## src/rtl/core/bbc_pkg.sv

```systemverilog
// ----------------------------------------------------------------------------
// Bracket balance checker package
// Sizes, character codes, encodings and shared helpers.
// ----------------------------------------------------------------------------
`timescale 1ns / 1ps

package bbc_pkg;

  localparam int STACK_DEPTH = 64;
  localparam int COUNT_WIDTH = 16;
  localparam int LEVEL_W     = $clog2(STACK_DEPTH + 1);
  localparam int IDX_W       = $clog2(STACK_DEPTH);
  localparam int OUT_W       = 16;

  localparam logic [7:0] CH_SLASH  = 8'h2F;
  localparam logic [7:0] CH_STAR   = 8'h2A;
  localparam logic [7:0] CH_NL     = 8'h0A;
  localparam logic [7:0] CH_QUOTE  = 8'h22;
  localparam logic [7:0] CH_LPAREN = 8'h28;
  localparam logic [7:0] CH_RPAREN = 8'h29;
  localparam logic [7:0] CH_LBRACE = 8'h7B;
  localparam logic [7:0] CH_RBRACE = 8'h7D;
  localparam logic [7:0] CH_LSQR   = 8'h5B;
  localparam logic [7:0] CH_RSQR   = 8'h5D;

  typedef enum logic [1:0] {
    BR_NONE   = 2'd0,
    BR_PAREN  = 2'd1,
    BR_BRACE  = 2'd2,
    BR_SQUARE = 2'd3
  } br_e;

  typedef enum logic [1:0] {
    CM_NONE  = 2'd0,
    CM_LINE  = 2'd1,
    CM_BLOCK = 2'd2
  } cmode_e;

  typedef enum logic [1:0] {
    ST_OK       = 2'd0,
    ST_MISMATCH = 2'd1,
    ST_OVERFLOW = 2'd2
  } status_e;

  typedef logic [COUNT_WIDTH-1:0] cnt_t;
  typedef logic [LEVEL_W-1:0]     level_t;

  typedef struct packed {
    logic push;
    logic pop;
    br_e  code;
  } stk_op_t;

  typedef struct packed {
    level_t level;
    br_e    top;
  } stk_stat_t;

  typedef struct packed {
    status_e          status;
    logic [OUT_W-1:0] line_num;
    logic [OUT_W-1:0] pair_count;
  } result_t;

  function automatic cnt_t sat_inc(cnt_t v);
    return (v == '1) ? v : v + cnt_t'(1);
  endfunction

  function automatic logic [OUT_W-1:0] to_out(cnt_t v);
    logic [31:0] wide;
    wide = 32'(v);
    return wide[OUT_W-1:0];
  endfunction

  function automatic br_e opener_code(logic [7:0] c);
    br_e code;
    case (c)
      CH_LPAREN: code = BR_PAREN;
      CH_LBRACE: code = BR_BRACE;
      CH_LSQR:   code = BR_SQUARE;
      default:   code = BR_NONE;
    endcase
    return code;
  endfunction

  function automatic br_e closer_code(logic [7:0] c);
    br_e code;
    case (c)
      CH_RPAREN: code = BR_PAREN;
      CH_RBRACE: code = BR_BRACE;
      CH_RSQR:   code = BR_SQUARE;
      default:   code = BR_NONE;
    endcase
    return code;
  endfunction

endpackage

```

## src/rtl/core/bbc_parser.sv

```systemverilog
// ----------------------------------------------------------------------------
// Bracket parser
// Comment/quote tracking, counters and error state; issues stack ops and
// forms the result from the post-step state.
// ----------------------------------------------------------------------------
`timescale 1ns / 1ps

module bbc_parser (
  input  logic                clk_i,
  input  logic                rst_ni,
  input  logic                step_i,
  input  logic                clear_i,
  input  logic [7:0]          char_i,
  input  logic [7:0]          nx_char_i,
  input  logic                nx_valid_i,
  input  bbc_pkg::stk_stat_t  stk_i,
  output bbc_pkg::stk_op_t    op_o,
  output bbc_pkg::result_t    result_o
);

  bbc_pkg::cmode_e  mode_q, mode_d;
  logic             quote_q, quote_d;
  bbc_pkg::cnt_t    nl_q, nl_d;
  bbc_pkg::cnt_t    pair_q, pair_d;
  bbc_pkg::status_e err_q, err_d;
  bbc_pkg::br_e     open_c, close_c;
  bbc_pkg::level_t  lvl_after;
  logic             full;

  assign open_c  = bbc_pkg::opener_code(char_i);
  assign close_c = bbc_pkg::closer_code(char_i);
  assign full    = (stk_i.level == bbc_pkg::level_t'(bbc_pkg::STACK_DEPTH));

  always_comb begin
    mode_d  = mode_q;
    quote_d = quote_q;
    nl_d    = nl_q;
    pair_d  = pair_q;
    err_d   = err_q;
    op_o    = '{push: 1'b0, pop: 1'b0, code: bbc_pkg::BR_NONE};
    if (step_i && (err_q == bbc_pkg::ST_OK)) begin
      if ((char_i == bbc_pkg::CH_SLASH) && !quote_q) begin
        if (nx_valid_i && (nx_char_i == bbc_pkg::CH_SLASH)) begin
          mode_d = bbc_pkg::CM_LINE;
        end else if (nx_valid_i && (nx_char_i == bbc_pkg::CH_STAR)) begin
          mode_d = bbc_pkg::CM_BLOCK;
        end
      end else if (char_i == bbc_pkg::CH_STAR) begin
        if (nx_valid_i && (nx_char_i == bbc_pkg::CH_SLASH)) begin
          mode_d = bbc_pkg::CM_NONE;
        end
      end else if (char_i == bbc_pkg::CH_NL) begin
        nl_d = bbc_pkg::sat_inc(nl_q);
        if (mode_q == bbc_pkg::CM_LINE) begin
          mode_d = bbc_pkg::CM_NONE;
        end
      end else if (mode_q != bbc_pkg::CM_NONE) begin
        // inside a comment
      end else if (char_i == bbc_pkg::CH_QUOTE) begin
        quote_d = !quote_q;
      end else if (quote_q) begin
        // inside a string
      end else if (open_c != bbc_pkg::BR_NONE) begin
        if (full) begin
          err_d = bbc_pkg::ST_OVERFLOW;
        end else begin
          op_o.push = 1'b1;
          op_o.code = open_c;
        end
      end else if (close_c != bbc_pkg::BR_NONE) begin
        if ((stk_i.level != '0) && (stk_i.top == close_c)) begin
          op_o.pop = 1'b1;
          pair_d   = bbc_pkg::sat_inc(pair_q);
        end else begin
          nl_d  = bbc_pkg::sat_inc(nl_q);
          err_d = bbc_pkg::ST_MISMATCH;
        end
      end
    end
  end

  always_comb begin
    lvl_after = stk_i.level;
    if (op_o.push) begin
      lvl_after = stk_i.level + bbc_pkg::level_t'(1);
    end else if (op_o.pop) begin
      lvl_after = stk_i.level - bbc_pkg::level_t'(1);
    end
    if (err_d != bbc_pkg::ST_OK) begin
      result_o.status = err_d;
    end else if (lvl_after != '0) begin
      result_o.status = bbc_pkg::ST_MISMATCH;
    end else begin
      result_o.status = bbc_pkg::ST_OK;
    end
    result_o.line_num   = bbc_pkg::to_out(nl_d);
    result_o.pair_count = bbc_pkg::to_out(pair_d);
  end

  always_ff @(posedge clk_i or negedge rst_ni) begin
    if (!rst_ni) begin
      mode_q  <= bbc_pkg::CM_NONE;
      quote_q <= 1'b0;
      nl_q    <= '0;
      pair_q  <= '0;
      err_q   <= bbc_pkg::ST_OK;
    end else if (clear_i) begin
      mode_q  <= bbc_pkg::CM_NONE;
      quote_q <= 1'b0;
      nl_q    <= '0;
      pair_q  <= '0;
      err_q   <= bbc_pkg::ST_OK;
    end else begin
      mode_q  <= mode_d;
      quote_q <= quote_d;
      nl_q    <= nl_d;
      pair_q  <= pair_d;
      err_q   <= err_d;
    end
  end

endmodule

```

## config.mk

```make
export PLATFORM = sky130hd
export DESIGN_NAME = bbc_parser
export DESIGN_NICKNAME = d
export VERILOG_FILES = /design/src/rtl/core/bbc_pkg.sv /design/src/rtl/core/bbc_parser.sv
export SDC_FILE = /design/constraint.sdc
export NUM_CORES = 1
export LEC_CHECK = 0
export BUFFER_PORTS_ARGS = -buffer_cell sky130_fd_sc_hd__buf_2
export CAP_MARGIN = 30
export CORE_MARGIN = 4
export CORE_UTILIZATION = 35
export DETAILED_ROUTE_END_ITERATION = 10
export PLACE_DENSITY = 0.59
export SYNTH_ARGS = -nofsm -noshare
export SYNTH_HDL_FRONTEND = slang
export SYNTH_SLANG_ARGS = --single-unit
```

## constraint.sdc

```tcl
create_clock -name clk_i -period 6.27 [get_ports clk_i]
set_clock_uncertainty 0.05 [all_clocks]
set_input_delay 0.627 -clock clk_i [delete_from_list [all_inputs] [get_ports clk_i]]
set_output_delay 0.627 -clock clk_i [all_outputs]
set_load 0.05 [all_outputs]
```

==> flow_metrics.env, run 1 <==
export IMPL_clock_sinks=37
export IMPL_drv_cap=0
export IMPL_cts_root_buffer="clkbuf_8"
export IMPL_routabilityCongestion=0.824
export IMPL_path_delay_family="simple AND/OR/NAND/NOR gates"
export IMPL_fin_crit_sh=0.649
export IMPL_antenna_cells=0
export IMPL_yosys_area_top_type="dfrtp_1"
export IMPL_worstSetupStartpoint="char_i[1]"
export IMPL_grt_max_degree=38
export IMPL_dominantRegCellSynth="dfrtp_1"
export IMPL_place_hpwl_mm=5.52
export IMPL_synthCells=325
export IMPL_hp_class="in2async"
export IMPL_synth_distinct_cells=64
export IMPL_fill_cells=806
export IMPL_htreeDepth=2
export IMPL_clockBufferDepth=2
export IMPL_synth_xor_area_frac=0.0673
export IMPL_path_class="in2out"
export IMPL_hold_worst_slack_ps=389
export IMPL_synth_top_family_by_area="simple AND/OR/NAND/NOR gates"
export IMPL_yosysMostFrequentCell="dfrtp_1"
export IMPL_drv_slew=0
export IMPL_overflow=0
export IMPL_avgViaCountPerCell=5.44
export IMPL_r2r_cells=7
export IMPL_synthTopCellsByCount="dfrtp_1, nand2_1, and2_1, nor2_1, xnor2_1"
export IMPL_finalCriticalPeriod_ps=4070
export IMPL_synth_compound_area_share=0.163
export IMPL_timing_critical_path_buf_inv=2
export IMPL_path_max_fanout=9
export IMPL_grt_pass1_wl_mm=12.0
export IMPL_ant_nets=0
export IMPL_die_y_um=98.4
export IMPL_initial_core_util=0.365
export IMPL_slowest_delay_ps=690
export IMPL_synth_edf_count=0
export IMPL_synthArstFlopShare=1.00
export IMPL_path_cells="buf_2, nand4bb_1, or4b_2, o221a_2, nor3_2, mux2_2, o22a_1, o211ai_1, buf_2"
export IMPL_netlist_top_cells_area="dfrtp_1, and2_1, xnor2_1"
export IMPL_yosysWarnings=0
export IMPL_dieArea_um2=9690
export IMPL_utilization=0.429
export IMPL_numPortBuffers=67
export IMPL_clk_pin_slew_ps=70
export IMPL_vias=2680
export IMPL_grt_pass1_vias=2580
export IMPL_final_nets=425
export IMPL_clkLatencyLatePin_ps=290
export IMPL_ir_drop_mv=0.0872
export IMPL_drt_wl_total_mm=7.20
export IMPL_rr_startpoint="err_q[1]$_DFF_PN0_"
export IMPL_antenna_found_initial=0
export IMPL_cts_tree="done"
export IMPL_p_total_mw=0.450
export IMPL_ff2ff_setup_slack_ps=3440
export IMPL_core_area_um2=7850
export IMPL_synth_fp_nets=360
export IMPL_cts_resized_gates=0
export IMPL_outcome="complete, no violations"
export IMPL_drc=0
export IMPL_p_per_area_nw_per_um2=134
export IMPL_die_x_um=98.4
export IMPL_slowest_stage="or4b_2"
export IMPL_max_freq_ghz=0.246
export IMPL_multi_input_area_um2=1860
export IMPL_relSlewSlack=0.446
export IMPL_setup_tns_ps=0
export IMPL_synth_simple_gate_area_frac=0.349
export IMPL_wl_per_cell_um=14.6
export IMPL_design_area_um2=3370
export IMPL_critical_path_arrival_ps=3390
export IMPL_setup_worst_path_end_class="primary output"
export IMPL_area_growth_pct=17.6
export IMPL_fp_row_count=32
export IMPL_r2r_end="pair_q[11]$_DFF_PN0_"
export IMPL_worstSetupStartpointType="input port"
export IMPL_track_usage=0.147
export IMPL_synthAdderAreaFrac=0.0219
export IMPL_finalSetupViolCount=0
export IMPL_post_dp_cell_area_um2=3280
export IMPL_cts_buffers_inserted=5
export IMPL_io_pins=68
export IMPL_syn_area_per_cell_um2=8.80
export IMPL_cts_setup_buffers=0
export IMPL_drt_initial_drc_count=67
export IMPL_cts_hold_fix_buffers=0
export IMPL_synth_mux_area_frac=0.0503
export IMPL_max_slew_worst_pin_slew_ps=830
export IMPL_synth_seq_area_share=0.324
export IMPL_regArea_um2=926
export IMPL_syn_area_um2=2860
export IMPL_hold_violations=0
export IMPL_cpMostUsedCell="buf_2"
export IMPL_cp_required_ps=5590
export IMPL_drt_pass1_iter_count=4
export IMPL_drive_gt1_frac=0.266
export IMPL_synth_seq_cells=37
export IMPL_p_leak_nw=1.53
export IMPL_rsz0062_at_grt="no"
export IMPL_yosysTopAreaCellShare=0.324
-- routing by layer --
layer / wire length, um / part of all wire / up-vias / GRT usage
met5: 0 / 0 / - / 0
met4: 38 / 0.0053 / 0 / 0.0252
met3: 417 / 0.058 / 5 / 0.0326
met2: 3510 / 0.49 / 70 / 0.260
met1: 3230 / 0.45 / 1270 / 0.188
li1: - / - / 1335 / -
-- through the flow --
stage,setup slack (ps),cells
floorplan,2120,325
global placement,2230,485
detailed placement,2200,485
CTS,2190,493
global route,2000,493
finish,2200,493
-- power breakdown --
part / internal (mW) / switching (mW) / leakage, nW / total [mW]
clock: 0.0771 / 0.0837 / 0.0450 / 0.161
combinational: 0.0180 / 0.0327 / 0.966 / 0.0507
sequential: 0.239 / 0.000110 / 0.517 / 0.239
total: 0.334 / 0.116 / 1.53 / 0.450
-- placed cells by master (no fill, tap or decap), types with 3 or more instances in the layout --
| cell | n |
|---|---|
| buf_2 | 67 |
| o21a_1 | 3 |
| xnor2_1 | 17 |
| nor3_1 | 7 |
| nor4_1 | 4 |
| ha_1 | 5 |
| nor4b_1 | 3 |
| and3_1 | 8 |
| or3_1 | 5 |
| nand2_1 | 30 |
| a21oi_1 | 14 |
| nand3b_1 | 3 |
| clkbuf_8 | 5 |
| mux2_2 | 11 |
| dfrtp_1 | 37 |
| nor3b_1 | 3 |
| or2_2 | 4 |
| inv_1 | 8 |
| a31oi_1 | 3 |
| and4_1 | 3 |
| and2_1 | 26 |
| nand3_1 | 14 |
| nand4_1 | 14 |
| a2111oi_1 | 4 |
| nor2b_1 | 9 |
| xor2_1 | 5 |
| o21ai_0 | 9 |
| nor2_1 | 22 |
-- kinds of logic after synthesis --
logic type,after synthesis
AND/OR/NAND/NOR,171
AO/OA/AOI/OAI,60
flip-flops,37
XOR/XNOR,22
buffers and inverters,17
multiplexers,13
adder cells (fa/ha/maj),5
-- how the worst max path moves through the flow --
stage               cells after the start  slack, ps      endpoint
floorplan                               8       2120  result_o[32]
global placement                        9       2230  result_o[32]
detailed placement                      9       2200  result_o[32]
CTS                                     9       2190  result_o[32]
global route                            8       2000   result_o[5]
finish                                  9       2200  result_o[32]
-- sequential cells by signal, indices dropped and copies added (netlist names) --
name / flops
nl_q: 16
mode_q: 2
pair_q: 16
quote_q: 1
err_q: 2
-- layout make-up --
type	instances	area share
multi-input cells	271	0.554
well taps	102	0.0379
inverters	8	0.00892
clock buffers	6	0.0216
repair buffers	67	0.0996
flip-flops and latches	37	0.275
clock inverters	2	0.00297
Note: power is estimated with default switching activity, not from simulation.
==> run 2, diff against run 1 <==
Clock period 6.27 ns to 3.9 ns, I/O delays scaled along.
==> run 2 against run 1 <==
- first-iteration DRC count up 70%
- global-route usage down 0.055 points
- critical path depth down 2
- critical endpoint is now result_o[11]
- sequential share of layout area down 0.27 points
- largest power group unchanged
- critical path type is now reg2out
==> flow_metrics.env, run 2 (synthesized netlist as in run 1, its figures left out) <==
export IMPL_outcome="complete, no violations"
export IMPL_hold_worst_slack_ps=150
export IMPL_drive_gt1_frac=0.272
export IMPL_p_int_mw=0.554
export IMPL_path_cells="or3b_2, a2111oi_1, nand2_1, nor4_2, nand4_1, xnor2_1, buf_2"
export IMPL_place_hpwl_mm=5.48
export IMPL_multi_input_area_um2=1860
export IMPL_wl_per_cell_um=14.5
export IMPL_swShare=0.249
export IMPL_path_max_fanout=6
export IMPL_numPortBuffers=67
export IMPL_initial_core_util=0.365
export IMPL_cts_resized_gates=0
export IMPL_max_slew_worst_pin_slew_ps=826
export IMPL_relSlewSlack=0.449
export IMPL_dieArea_um2=9690
export IMPL_worstSetupStartpointType="register"
export IMPL_clockBufferDepth=2
export IMPL_grt_pass1_wl_mm=11.9
export IMPL_io_pins=68
export IMPL_final_common_cell="buf_2"
export IMPL_area_growth_pct=18.8
export IMPL_setup_tns_ps=0
export IMPL_p_total_mw=0.738
export IMPL_antenna_found_initial=0
export IMPL_final_cell_mix="buf_2, dfrtp_1, nand2_1"
export IMPL_avgViaCountPerCell=5.40
export IMPL_layout_setup_ws_ps=372
export IMPL_p_leak_nw=1.55
export IMPL_fp_row_count=32
export IMPL_clkLatencyLatePin_ps=280
export IMPL_slowest_stage="or3b_2"
export IMPL_post_dp_cell_area_um2=3310
export IMPL_cts_setup_buffers=0
export IMPL_fin_crit_sh=0.905
export IMPL_drt_wl_total_mm=7.18
export IMPL_ir_drop_mv=0.134
export IMPL_ant_nets=0
export IMPL_clock_sinks=37
export IMPL_power_frac_comb=0.113
export IMPL_drv_slew=0
export IMPL_cts_root_buffer="clkbuf_8"
export IMPL_hp_class="in2async"
export IMPL_p_per_area_nw_per_um2=217
export IMPL_hold_violations=0
export IMPL_antenna_cells=0
export IMPL_core_area_um2=7850
export IMPL_cts_buffers_inserted=5
export IMPL_p_clk_frac=0.367
export IMPL_path_class="reg2out"
export IMPL_regArea_um2=926
export IMPL_fill_cells=811
export IMPL_track_usage=0.147
export IMPL_setup_worst_path_end_class="primary output"
export IMPL_drv_cap=0
export IMPL_final_nets=429
export IMPL_drc=0
export IMPL_grt_pass1_vias=2557
export IMPL_cts_hold_fix_buffers=0
export IMPL_finalSetupViolCount=0
export IMPL_critical_path_arrival_ps=3090
export IMPL_grt_max_degree=38
export IMPL_largest_registers="nl_q (16), pair_q (16)"
export IMPL_htreeDepth=2
export IMPL_rsz0062_at_grt="no"
export IMPL_routabilityCongestion=0.829
export IMPL_finalCriticalPeriod_ps=3530
export IMPL_die_x_um=98.4
export IMPL_drt_pass1_iter_count=4
export IMPL_pwr_share_seq=0.520
export IMPL_design_area_um2=3400
export IMPL_utilization=0.433
export IMPL_vias=2680
export IMPL_place_ws_ps=352
export IMPL_overflow=0
export IMPL_clk_pin_slew_ps=70
export IMPL_dp_cells=489
export IMPL_slowest_delay_ps=500
export IMPL_drt_initial_drc_count=114
export IMPL_netSwitchingPower_mw=0.184
export IMPL_cp_required_ps=3460
export IMPL_die_y_um=98.4
export IMPL_final_cells=496
export IMPL_max_freq_ghz=0.283
export IMPL_cts_tree="done"
==> run 2: cell types whose count changed in the layout (fill, tap and decap cells not counted), sizes merged <==
cell    before  now
clkbuf       6    7
clkinv       2    0
buf         67   71
==> run 2: power groups by stage <==
stage	sequential [mW]	clock [mW]	combinational, mW
2_1_floorplan	0.391	0	0.0430
3_3_place_gp	0.391	0	0.0826
3_5_place_dp	0.391	0	0.0843
4_1_cts	0.384	0.282	0.0844
5_1_grt	0.384	0.301	0.0940
6_report	0.384	0.270	0.0834
==> run 2: worst paths after layout <==
path,cells after the start,from,slack (ps),endpoint
setup reg to reg,7,err_q[1]$_DFF_PN0_,1110,pair_q[11]$_DFF_PN0_
hold reg to reg,2,err_q[0]$_DFF_PN0_,510,err_q[0]$_DFF_PN0_
setup / recovery,7,err_q[1]$_DFF_PN0_,370,result_o[11]
hold / removal,1,rst_ni,150,mode_q[1]$_DFFE_PN0P_
min in group clk_i,4,nx_char_i[0],430,mode_q[1]$_DFFE_PN0P_
max in group asynchronous,1,rst_ni,3130,pair_q[0]$_DFF_PN0_
==> run 2: critical path: cells and delay by family, from the launching register on <==
kind                   cells  cell delay [ps]
flip-flops                 1              400
AND/OR/NAND/NOR            4             1420
XOR/XNOR                   1              200
buffers and inverters      1              290
AO/OA/AOI/OAI              1              490
==> run 2: area by class of cell <==
class / count / area share
clock buffers: 7 / 0.0254
inverters: 8 / 0.00883
multi-input cells: 271 / 0.548
flip-flops and latches: 37 / 0.272
well taps: 102 / 0.0375
repair buffers: 71 / 0.107
==> run 2: metal layers <==
metal | GRT usage | vias to the layer above | share of wire | wire length [um]
met3 | 0.0347 | 4 | 0.049 | 349
li1 | - | 1346 | - | -
met4 | 0.0263 | 0 | 0.0047 | 34
met1 | 0.189 | 1270 | 0.46 | 3300
met2 | 0.254 | 60 | 0.49 | 3500
met5 | 0 | - | 0 | 0
==> run 3, diff against run 2 <==
Settings changed: ABC_AREA from default to 1, SLEW_MARGIN from default to 20.
==> run 3 against run 2 <==
- the run now ends with negative hold slack left
- synthesized cell count rose by 41%
- sequential cell count stayed put
- fmax up 20%
==> flow_metrics.env, run 3 <==
export IMPL_outcome="finished with violations"
export IMPL_violations="negative hold slack"
export IMPL_worstSetupStartpoint="err_q[1]$_DFF_PN0_"
export IMPL_fin_crit_sh=0.755
export IMPL_max_slew_worst_pin_slew_ps=591
export IMPL_ant_nets=0
export IMPL_antenna_found_initial=0
export IMPL_synth_seq_area_share=0.300
export IMPL_grt_pass1_wl_mm=13.2
export IMPL_ff2ff_setup_slack_ps=1710
export IMPL_antenna_cells=0
export IMPL_htreeDepth=2
export IMPL_drt_wl_total_mm=7.80
export IMPL_clock_sinks=37
export IMPL_p_leak_nw=1.94
export IMPL_cp_required_ps=3460
export IMPL_initial_core_util=0.368
export IMPL_grt_pass1_vias=2950
export IMPL_drt_initial_drc_count=157
export IMPL_drv_cap=0
export IMPL_place_hpwl_mm=6.22
export IMPL_finalSetupViolCount=0
export IMPL_syn_area_per_cell_um2=6.72
export IMPL_hold_violations=12
export IMPL_path_max_fanout=8
export IMPL_drv_slew=0
export IMPL_numPortBuffers=67
export IMPL_netlist_top_cells_area="dfrtp_1, nand2_1, inv_1"
export IMPL_ir_drop_mv=0.0991
export IMPL_yosysWarnings=0
export IMPL_vias=3066
export IMPL_setup_tns_ps=0
export IMPL_hp_class="in2async"
export IMPL_cts_tree="done"
export IMPL_synth_seq_cells=37
export IMPL_synth_edf_count=0
export IMPL_hold_worst_slack_ps=-10.6
export IMPL_drive_gt1_frac=0.221
export IMPL_p_total_mw=0.768
export IMPL_final_cell_mix="nand2_1, inv_1, buf_2"
export IMPL_routabilityCongestion=0.915
export IMPL_dominantRegCellSynth="dfrtp_1"
export IMPL_cts_setup_buffers=0
export IMPL_syn_area_um2=3080
export IMPL_area_growth_pct=18.0
export IMPL_drc=0
export IMPL_clkLatencyLatePin_ps=300
export IMPL_cts_resized_gates=0
export IMPL_setup_worst_path_end_class="primary output"
export IMPL_clk_pin_slew_ps=80
export IMPL_drt_pass1_iter_count=4
export IMPL_cts_buffers_inserted=5
export IMPL_core_area_um2=8380
export IMPL_final_common_cell="nand2_1"
export IMPL_fp_row_count=33
export IMPL_synth_distinct_cells=45
export IMPL_io_pins=68
export IMPL_relSlewSlack=0.606
export IMPL_worstSetupStartpointType="register"
export IMPL_die_x_um=102
export IMPL_synthCells=459
export IMPL_avgViaCountPerCell=4.84
export IMPL_grt_max_degree=38
export IMPL_max_freq_ghz=0.340
export IMPL_finalCriticalPeriod_ps=2940
export IMPL_largest_registers="nl_q (16), pair_q (16)"
export IMPL_path_class="reg2out"
export IMPL_rsz0062_at_grt="no"
export IMPL_synthArstFlopShare=1.00
export IMPL_yosysTopAreaCellShare=0.300
export IMPL_yosysMostFrequentCell="nand2_1"
export IMPL_wl_per_cell_um=12.3
export IMPL_track_usage=0.157
export IMPL_yosys_area_top_type="dfrtp_1"
export IMPL_die_y_um=102
export IMPL_synth_fp_nets=494
export IMPL_cts_root_buffer="clkbuf_8"
export IMPL_rr_startpoint="err_q[1]$_DFF_PN0_"
export IMPL_final_nets=564
export IMPL_clockBufferDepth=2
export IMPL_synthTopCellsByCount="nand2_1, inv_1, nor2_1, dfrtp_1, nand3_1"
export IMPL_overflow=0
export IMPL_cts_hold_fix_buffers=0
export IMPL_p_per_area_nw_per_um2=211
export IMPL_dieArea_um2=10400
export IMPL_critical_path_arrival_ps=2500
## run 3: worst paths after layout
path | end | depth (start not counted)
setup / recovery | result_o[0] | 10
hold / removal | pair_q[14]$_DFF_PN0_ | 1
setup reg to reg | pair_q[0]$_DFF_PN0_ | 9
hold reg to reg | mode_q[0]$_DFFE_PN0P_ | 2
max in group asynchronous | nl_q[6]$_DFF_PN0_ | 2
min in group clk_i | mode_q[0]$_DFFE_PN0P_ | 3
## run 3: area by class of cell
class	instances	area (um^2)
repair buffers	68	363
multi-input cells	331	1810
inverters	86	327
fillers	886	4740
clock buffers	7	86.3
flip-flops and latches	37	926
well taps	105	131
## run 3: cells by family after synthesis
kind of cell | share of synthesized area
simple gates | 0.442
buf+inv | 0.114
compound gates | 0.0844
flops | 0.300
xor+xnor | 0.0385
fa+ha+maj | 0.0203
## run 3: worst max-delay path: stages, from the launching register on
cell and delay [ps]:
dfrtp_1 390, nor2_1 100, nand2_1 160, inv_1 140, nand2_2 150, nor3_4 350, nand2_1 190, nor2_1 200
xor2_1 260, inv_1 60, buf_2 210
## run 3: power by group
part | internal (mW) | switching [mW]
registers | 0.385 | 0.00142
logic | 0.0319 | 0.0694
clock network | 0.140 | 0.140
total | 0.557 | 0.211
## run 3: routing by layer
layer	track usage	part of all wire	vias to the layer above
met1	0.197	0.46	1393
met4	0.0363	0.011	0
met5	0	0	-
met3	0.0280	0.035	13
met2	0.280	0.50	53
li1	-	-	1607
## run 3: metrics by stage
stage | setup slack (ps) | hold WS (ps) | util | std cells | area, um^2
after floorplan | 1040 | 44.4 | - | 459 | 3080
after global placement | 1120 | 462 | 0.421 | 626 | 3520
after detailed placement | 1070 | 463 | 0.421 | 626 | 3520
after CTS | 947 | 187 | 0.431 | 633 | 3610
after global routing | 715 | 22.9 | 0.434 | 634 | 3640
final | 957 | -10.6 | 0.434 | 634 | 3640
